--- src/hw/rtl/fqes_pkg.sv ---
// Shared constants, types and helpers for the finite-queue event simulator.
`timescale 1ns / 1ps
package fqes_pkg;

	localparam int TimeW      = 48;
	localparam int SampleW    = 32;
	localparam int CapW       = 4;
	localparam int DepW       = 24;
	localparam int RejW       = 32;
	localparam int KindW      = 2;
	localparam int CfgIdxW    = 2;
	localparam int CfgDataW   = 48;
	localparam int CapCmpW    = 8;

	localparam int TimeFracBits = 16;
	localparam int MaxCapacity  = 15;

	localparam logic [CapW-1:0]  CapacityRst = CapW'(3);
	localparam logic [TimeW-1:0] StopTimeRst = TimeW'(64'd200000 << TimeFracBits);
	localparam logic [DepW-1:0]  MaxDepRst   = DepW'(999999);

	// configuration register indexes
	localparam logic [CfgIdxW-1:0] CFG_CAPACITY  = 2'd0;
	localparam logic [CfgIdxW-1:0] CFG_STOP_TIME = 2'd1;
	localparam logic [CfgIdxW-1:0] CFG_MAX_DEP   = 2'd2;

	// input commands
	localparam logic CMD_START = 1'b0;
	localparam logic CMD_STEP  = 1'b1;

	typedef enum logic [KindW-1:0] {
		EV_ADMIT    = 2'd0,
		EV_REJECT   = 2'd1,
		EV_COMPLETE = 2'd2,
		EV_NONE     = 2'd3
	} event_kind_t;

	function automatic logic [TimeW-1:0] sat_add_time(input logic [TimeW-1:0] a,
			input logic [TimeW-1:0] b);
		logic [TimeW:0] s;
		begin
			s = {1'b0, a} + {1'b0, b};
			sat_add_time = s[TimeW] ? {TimeW{1'b1}} : s[TimeW-1:0];
		end
	endfunction

endpackage

--- src/hw/rtl/finite_queue_event_simulator_unit.sv ---
// Top level: single-server finite-capacity queue, one simulation event per transaction.
//
//  channel | signals                                        | direction
//  --------+------------------------------------------------+----------
//  in      | in_valid, in_stall, cmd, interarrival,         | sink
//          | service_sample                                 |
//  out     | out_valid, out_stall, event_kind ... run_done  | source
//  cfg     | cfg_wr_en, cfg_index, cfg_wdata                | sink
//
// An input transaction is held in the input register, then the event logic updates the
// state and loads the result register at the same edge; one transaction per cycle is
// sustained while the result is not stalled. The state feedback through that one stage
// sets the rate. Reset clears the run state and loads the register defaults; a step
// before any start reports no event. A stalled result holds its register; the input
// register still takes one more transaction behind it.
`timescale 1ns / 1ps
module finite_queue_event_simulator_unit (
	input  logic                            clk,
	input  logic                            arst_n,
	input  logic                            in_valid,
	output logic                            in_stall,
	input  logic                            cmd,
	input  logic [fqes_pkg::SampleW-1:0]    interarrival,
	input  logic [fqes_pkg::SampleW-1:0]    service_sample,
	output logic                            out_valid,
	input  logic                            out_stall,
	output logic [fqes_pkg::KindW-1:0]      event_kind,
	output logic [fqes_pkg::TimeW-1:0]      clock_now,
	output logic [fqes_pkg::CapW-1:0]       jobs_in_node,
	output logic [fqes_pkg::DepW-1:0]       departed_count,
	output logic [fqes_pkg::RejW-1:0]       rejected_count,
	output logic [fqes_pkg::TimeW-1:0]      area_node,
	output logic [fqes_pkg::TimeW-1:0]      area_queue,
	output logic [fqes_pkg::TimeW-1:0]      area_busy,
	output logic [fqes_pkg::TimeW-1:0]      last_arrival_time,
	output logic                            run_done,
	input  logic                            cfg_wr_en,
	input  logic [fqes_pkg::CfgIdxW-1:0]    cfg_index,
	input  logic [fqes_pkg::CfgDataW-1:0]   cfg_wdata
);
	import fqes_pkg::*;

	localparam int ProdW = TimeW + CapW;

	// configuration
	logic [CapW-1:0]  cfg_cap_q;
	logic [TimeW-1:0] cfg_stop_q;
	logic [DepW-1:0]  cfg_maxdep_q;

	// input stage
	logic               valid_s1;
	logic               cmd_s1;
	logic [SampleW-1:0] inter_s1;
	logic [SampleW-1:0] serv_s1;

	// simulation state
	logic [TimeW-1:0] clk_q, at_q, ct_q, node_q, queue_q, busy_q, last_q;
	logic             ap_q, cp_q;
	logic [CapW-1:0]  occ_q;
	logic [DepW-1:0]  dep_q;
	logic [RejW-1:0]  rej_q;

	// result register
	logic             out_valid_q;
	event_kind_t      out_kind_q;
	logic [TimeW-1:0] out_clk_q, out_node_q, out_queue_q, out_busy_q, out_last_q;
	logic [CapW-1:0]  out_occ_q;
	logic [DepW-1:0]  out_dep_q;
	logic [RejW-1:0]  out_rej_q;
	logic             out_done_q;

	// next-state
	logic [TimeW-1:0] n_clk, n_at, n_ct, n_node, n_queue, n_busy, n_last;
	logic             n_ap, n_cp;
	logic [CapW-1:0]  n_occ;
	logic [DepW-1:0]  n_dep;
	logic [RejW-1:0]  n_rej;
	event_kind_t      n_kind;
	logic             n_done;

	logic               advance, fire, accept;
	logic               done_cur, take_arr;
	logic [TimeW-1:0]   next_t, dt;
	logic [ProdW-1:0]   prod_node, prod_queue;
	logic [TimeW-1:0]   inc_node, inc_queue;
	logic [CapCmpW-1:0] cap_eff;
	logic [CapW-1:0]    occ_dec;
	logic [TimeW-1:0]   inter_ext, serv_ext;

	assign advance  = !out_valid_q || !out_stall;
	assign fire     = valid_s1 && advance;
	assign in_stall = valid_s1 && !advance;
	assign accept   = in_valid && !in_stall;

	assign inter_ext = TimeW'(inter_s1);
	assign serv_ext  = TimeW'(serv_s1);

	assign done_cur = (!(ap_q && (at_q < cfg_stop_q)) && (occ_q == '0))
		|| (dep_q >= cfg_maxdep_q);
	assign take_arr = ap_q && (!cp_q || (at_q <= ct_q));
	assign next_t   = take_arr ? at_q : ct_q;
	assign dt       = (next_t > clk_q) ? (next_t - clk_q) : '0;

	assign prod_node  = ProdW'(dt) * ProdW'(occ_q);
	assign prod_queue = ProdW'(dt) * ProdW'(occ_q - CapW'(1));
	assign inc_node   = (prod_node[ProdW-1:TimeW] != '0) ? {TimeW{1'b1}}
		: prod_node[TimeW-1:0];
	assign inc_queue  = (prod_queue[ProdW-1:TimeW] != '0) ? {TimeW{1'b1}}
		: prod_queue[TimeW-1:0];

	assign cap_eff = ({{(CapCmpW-CapW){1'b0}}, cfg_cap_q} > CapCmpW'(MaxCapacity))
		? CapCmpW'(MaxCapacity) : {{(CapCmpW-CapW){1'b0}}, cfg_cap_q};
	assign occ_dec = (occ_q != '0) ? (occ_q - CapW'(1)) : '0;

	always_comb begin
		n_clk   = clk_q;
		n_at    = at_q;
		n_ap    = ap_q;
		n_ct    = ct_q;
		n_cp    = cp_q;
		n_occ   = occ_q;
		n_dep   = dep_q;
		n_rej   = rej_q;
		n_node  = node_q;
		n_queue = queue_q;
		n_busy  = busy_q;
		n_last  = last_q;
		n_kind  = EV_NONE;
		if (cmd_s1 == CMD_START) begin
			n_clk   = '0;
			n_occ   = '0;
			n_dep   = '0;
			n_rej   = '0;
			n_node  = '0;
			n_queue = '0;
			n_busy  = '0;
			n_last  = '0;
			n_ct    = '0;
			n_cp    = 1'b0;
			n_at    = inter_ext;
			n_ap    = 1'b1;
		end else if (!done_cur && (ap_q || cp_q)) begin
			if (occ_q != '0) begin
				n_node  = sat_add_time(node_q, inc_node);
				n_queue = sat_add_time(queue_q, inc_queue);
				n_busy  = sat_add_time(busy_q, dt);
			end
			n_clk = next_t;
			if (take_arr) begin
				if ({{(CapCmpW-CapW){1'b0}}, occ_q} < cap_eff) begin
					n_occ  = occ_q + CapW'(1);
					n_last = next_t;
					if (occ_q == '0) begin
						n_ct = sat_add_time(next_t, serv_ext);
						n_cp = 1'b1;
					end
					n_kind = EV_ADMIT;
				end else begin
					if (rej_q != '1)
						n_rej = rej_q + RejW'(1);
					n_kind = EV_REJECT;
				end
				n_at = sat_add_time(at_q, inter_ext);
				if (n_at > cfg_stop_q)
					n_ap = 1'b0;
			end else begin
				if (dep_q != '1)
					n_dep = dep_q + DepW'(1);
				n_occ = occ_dec;
				if (occ_dec != '0) begin
					n_ct = sat_add_time(next_t, serv_ext);
					n_cp = 1'b1;
				end else begin
					n_cp = 1'b0;
				end
				n_kind = EV_COMPLETE;
			end
		end
		n_done = (!(n_ap && (n_at < cfg_stop_q)) && (n_occ == '0))
			|| (n_dep >= cfg_maxdep_q);
	end

	// control and state registers
	always_ff @(posedge clk or negedge arst_n) begin
		if (!arst_n) begin
			cfg_cap_q    <= CapacityRst;
			cfg_stop_q   <= StopTimeRst;
			cfg_maxdep_q <= MaxDepRst;
			valid_s1     <= 1'b0;
			out_valid_q  <= 1'b0;
			clk_q        <= '0;
			at_q         <= '0;
			ap_q         <= 1'b0;
			ct_q         <= '0;
			cp_q         <= 1'b0;
			occ_q        <= '0;
			dep_q        <= '0;
			rej_q        <= '0;
			node_q       <= '0;
			queue_q      <= '0;
			busy_q       <= '0;
			last_q       <= '0;
		end else begin
			if (cfg_wr_en) begin
				case (cfg_index)
					CFG_CAPACITY:  cfg_cap_q    <= cfg_wdata[CapW-1:0];
					CFG_STOP_TIME: cfg_stop_q   <= cfg_wdata[TimeW-1:0];
					CFG_MAX_DEP:   cfg_maxdep_q <= cfg_wdata[DepW-1:0];
					default: ;
				endcase
			end
			if (accept)
				valid_s1 <= 1'b1;
			else if (advance)
				valid_s1 <= 1'b0;
			if (advance)
				out_valid_q <= valid_s1;
			if (fire) begin
				clk_q   <= n_clk;
				at_q    <= n_at;
				ap_q    <= n_ap;
				ct_q    <= n_ct;
				cp_q    <= n_cp;
				occ_q   <= n_occ;
				dep_q   <= n_dep;
				rej_q   <= n_rej;
				node_q  <= n_node;
				queue_q <= n_queue;
				busy_q  <= n_busy;
				last_q  <= n_last;
			end
		end
	end

	// payload registers
	always_ff @(posedge clk) begin
		if (accept) begin
			cmd_s1   <= cmd;
			inter_s1 <= interarrival;
			serv_s1  <= service_sample;
		end
		if (fire) begin
			out_kind_q  <= n_kind;
			out_clk_q   <= n_clk;
			out_occ_q   <= n_occ;
			out_dep_q   <= n_dep;
			out_rej_q   <= n_rej;
			out_node_q  <= n_node;
			out_queue_q <= n_queue;
			out_busy_q  <= n_busy;
			out_last_q  <= n_last;
			out_done_q  <= n_done;
		end
	end

	assign out_valid         = out_valid_q;
	assign event_kind        = out_kind_q;
	assign clock_now         = out_clk_q;
	assign jobs_in_node      = out_occ_q;
	assign departed_count    = out_dep_q;
	assign rejected_count    = out_rej_q;
	assign area_node         = out_node_q;
	assign area_queue        = out_queue_q;
	assign area_busy         = out_busy_q;
	assign last_arrival_time = out_last_q;
	assign run_done          = out_done_q;

`ifndef SYNTHESIS
	// a job is in service exactly when the node is not empty
	a_busy_matches_occ: assert property (@(posedge clk) disable iff (!arst_n)
		cp_q == (occ_q != '0)) else $error("completion pending disagrees with occupancy");

	a_start_clears: assert property (@(posedge clk) disable iff (!arst_n)
		fire && (cmd_s1 == CMD_START) |=> (occ_q == '0) && (clk_q == '0) && ap_q)
		else $error("start transaction did not reset the run");

	a_clock_monotonic: assert property (@(posedge clk) disable iff (!arst_n)
		fire && (cmd_s1 == CMD_STEP) |=> clk_q >= $past(clk_q))
		else $error("simulation clock went back");

	a_fire_loads_result: assert property (@(posedge clk) disable iff (!arst_n)
		fire |=> out_valid_q) else $error("event result lost");

	a_stall_cause: assert property (@(posedge clk) disable iff (!arst_n)
		in_stall |-> valid_s1 && out_valid_q && out_stall)
		else $error("input stalled without a blocked result");
`endif

endmodule
--- config.mk ---
export PLATFORM = sky130hd
export DESIGN_NAME = finite_queue_event_simulator_unit
export DESIGN_NICKNAME = d
export VERILOG_FILES = /design/src/hw/rtl/fqes_pkg.sv /design/src/hw/rtl/finite_queue_event_simulator_unit.sv
export SDC_FILE = /design/constraint.sdc
export NUM_CORES = 2
export LEC_CHECK = 0
export BUFFER_PORTS_ARGS = -buffer_cell sky130_fd_sc_hd__buf_2
export CORE_ASPECT_RATIO = 2
export CORE_UTILIZATION = 60
export DETAILED_ROUTE_END_ITERATION = 7
export GPL_TIMING_DRIVEN = 0
export PLACE_DENSITY = 0.79
export SETUP_SLACK_MARGIN = 0.5
export SYNTH_ARGS = -nofsm -noshare
export SYNTH_HDL_FRONTEND = slang
export SYNTH_SLANG_ARGS = --single-unit
--- constraint.sdc ---
create_clock -name clk -period 18.1 [get_ports clk]
set_clock_uncertainty 0.1 [all_clocks]
set_input_delay 2.715 -clock clk [delete_from_list [all_inputs] [get_ports clk]]
set_output_delay 2.715 -clock clk [all_outputs]
set_load 0.01 [all_outputs]
==> results.py <==
metrics = {
    "status": {
        "status": "complete, but fails checks",
        "violations": "design-rule violations, max-capacitance violations, max-slew violations",
    },
    "sta": {
        "hold_violations": 0,
        "min_period_over_period_pct": 95.62,
        "post-route-min-period_ns": 17.31,
        "worst_pin_slew_ns": 1.715,
        "slew_viol_final": 63,
        "fmax_ghz": 0.05778,
        "timing.slew.headroom_pct": -14.31,
        "setup_viol": 0,
        "layout_setup_ws_ns": 0.7923,
    },
    "cells_and_area": {
        "layout.nets": 9731,
        "area_delta_synth_final_pct": 11.32,
        "drive_gt1_share_pct": 11.81,
        "fill_cells": 9660,
    },
    "yosys": {
        "yosys_register_bits": 844,
        "syn-instance-count": 8171,
        "ys_seq_area_share_pct": 32.26,
        "syn_nets": 9191,
        "yosys-top-cells-count": "nand2_1 (871), nor2_1 (737), inv_1 (729)",
        "synth_compound_area_share_pct": 19.45,
        "synth_ff_type": "dfrtp_1",
        "synth_top_area_cell": "dfrtp_1",
        "yosys_warnings": 0,
        "synth_area_mm2": 0.07125,
        "synth-simple-area-share_pct": 15.17,
        "synth-xor-area-share_pct": 4.731,
        "synth_fa_ha_area_share_pct": 18.30,
        "synth_cell_type_count": 90,
        "synth_area_per_cell_um2": 8.720,
        "synth_mux_area_share_pct": 4.055,
        "async_reset_ff_share_pct": 56.40,
        "synth_top_area_share_pct": 16.01,
        "synth_edf_count": 368,
        "yosysMostFrequentCell": "nand2_1",
        "synth_area_leaders": "dfrtp_1 (16%), edfxtp_1 (16%), ha_1 (12%), fa_1 (6.7%), a21oi_1 (4.7%)",
        "synth_top_family_by_area": "compound AO/OA/AOI/OAI gates",
    },
    "floorplanning": {
        "die_h_um": 489.4,
        "dieArea_mm2": 0.1202,
        "initial_core_util_pct": 60.59,
        "pin_count": 425,
        "core_area_mm2": 0.1176,
        "rows": 178,
        "die_x_um": 245.7,
    },
    "global_routing": {
        "antenna_found_initial": 15,
        "grt_max_degree": 107,
        "track_usage_pct": 53.91,
        "grt_pass1_wl_um": 473300,
        "grt_pass1_vias": 71640,
        "overflow": 0,
    },
    "routing": {
        "totalWireLength_um": 318500,
        "first_pass_iters": 8,
        "drt_iter0_markers": 7854,
        "antenna_left": 0,
        "post_drt_via_cell_ratio": 6.883,
        "routedWlPerCell_um": 30.86,
        "drcViolationCount": 5,
        "vias": 71040,
    },
    "setup_path": {
        "crit_path_start_kind": "flip-flop",
        "r2r-start": "ct_q[41]",
        "crit_path_end": "queue_q[42]",
        "worstPathRequired_ns": 18.69,
        "slowest_stage": "or4_1",
        "endpoint_kind": "flip-flop",
        "ff2ff_setup_slack_ns": 0.79,
        "critPathLaunch": "ct_q[41]",
        "max_stage_delay_ns": 0.68,
        "arrival_ns": 17.89,
        "r2r-end": "queue_q[42]",
        "r2r_cells": 61,
        "crit_fanout": 10,
        "path_class": "reg2reg",
    },
    "clock_tree": {
        "htreeDepth": 3,
        "cts_tree": "built",
        "insertion_delay_ns": 0.86,
        "clock-sinks": 844,
        "cts_hold_buf": 0,
        "cts_root_buf": "clkbuf_16",
        "cts_buffers": 79,
        "clk_pin_slew_ns": 0.08,
        "clk_path_buf_depth": 3,
    },
    "run": {
        "drv_cap": 8,
    },
    "min_path": {
        "hold_class": "reg2reg",
        "holdPathStages": 2,
    },
    "placement": {
        "pre_cts_slack_ns": -2.663,
        "port_buffers": 424,
        "routabilityCongestion": 1.147,
        "place.detailed.hpwl_um": 246500,
    },
}
==> repair_timing <==
item	CTS	global route
pin swaps	6	7
setup endpoints to repair	192	192
buffers inserted	7	10
resized for setup	74	114
==> cells in the final DEF, fill, tap and decap left out, drive strengths merged, types with 368 or more instances in the layout <==
| cell type | synthesis | routed |
|---|---|---|
| inv | 729 | 726 |
| a21oi | 670 | 670 |
| nand2 | 871 | 871 |
| ha | 663 | 663 |
| dfrtp | 456 | 456 |
| buf | 49 | 506 |
| clkbuf | 353 | 449 |
| nor2 | 737 | 737 |
| edfxtp | 368 | 368 |
| o21ai | 665 | 665 |
==> kinds of logic after synthesis <==
family,count (synthesis)
and+or+nand+nor,2405
AOI/OAI and AO/OA,2238
buffers and inverters,1133
adders and majority gates,900
DFF,844
xor gates and xnor gates,384
muxes,267
==> area by class of cell <==
type | count | area, um^2 | area share (%)
Clock buffer | 94 | 2085 | 2.628
Antenna cell | 13 | 32.53 | 0.04101
Tap cell | 1530 | 1914 | 2.413
Timing Repair Buffer | 459 | 2625 | 3.309
Multi-Input combinational cell | 6194 | 44470 | 56.06
Clock inverter | 54 | 753.2 | 0.9496
Inverter | 731 | 2796 | 3.525
Buffer | 402 | 1649 | 2.079
Sequential cell | 844 | 23000 | 28.99
==> worst min-delay path by stage <==
stage	startpoint	end	slack, ns
CTS	ct_q[14]	ct_q[14]	0.37
global placement	ct_q[8]	ct_q[8]	0.35
detailed placement	ct_q[14]	ct_q[14]	0.36
global route	ct_q[13]	ct_q[13]	0.39
finish	ct_q[14]	ct_q[14]	0.37
floorplan	ct_q[11]	ct_q[11]	0.34
==> critical path, delay by kind of cell, from the launching register on <==
family / cells / cell delay (ns)
fa+ha+maj: 7 / 3.01
simple gates: 13 / 3.37
buf+inv: 20 / 4.50
xor+xnor: 1 / 0.17
flops: 1 / 0.50
compound gates: 20 / 5.43
==> stage by stage <==
| step | cells | area (um^2) | hold WS [ns] | utilization (%) | setup TNS [ns] |
|---|---|---|---|---|---|
| global placement | 10130 | 75290 | 0.3521 | 64.03 | -518.07 |
| CTS | 10290 | 78760 | 0.3715 | 66.98 | 0 |
| floorplan | 8171 | 71250 | 0.3387 | - | 0 |
| finish | 10320 | 79320 | 0.3716 | 67.46 | 0 |
| global route | 10310 | 79300 | 0.3947 | 67.43 | -3.469 |
| detailed placement | 10140 | 75610 | 0.3561 | 64.30 | -370.80 |
==> registers in the layout, indices dropped and copies added, names as in the netlist, 32 cells and up <==
register and count:
serv_s1 32, clk_q 48, node_q 48, inter_s1 32, area_node 48, area_queue 48
at_q 48, rej_q 32, ct_q 48, last_q 48, busy_q 48, rejected_count 32
last_arrival_time 48, area_busy 48, queue_q 48, cfg_stop_q 48, clock_now 48
==> per-layer routing <==
layer / GRT usage, % / vias up / share of wire, %
li1: - / 29950 / -
met2: 86.33 / 5178 / 46
met3: 20.42 / 2550 / 10
met1: 48.62 / 33360 / 28
met4: 62.34 / 6 / 15
met5: 1.225 / - / 0.012
Power is left out: the tool's default activity adds up to more than one toggle a clock period on the data nets, which glitch-free logic cannot reach.
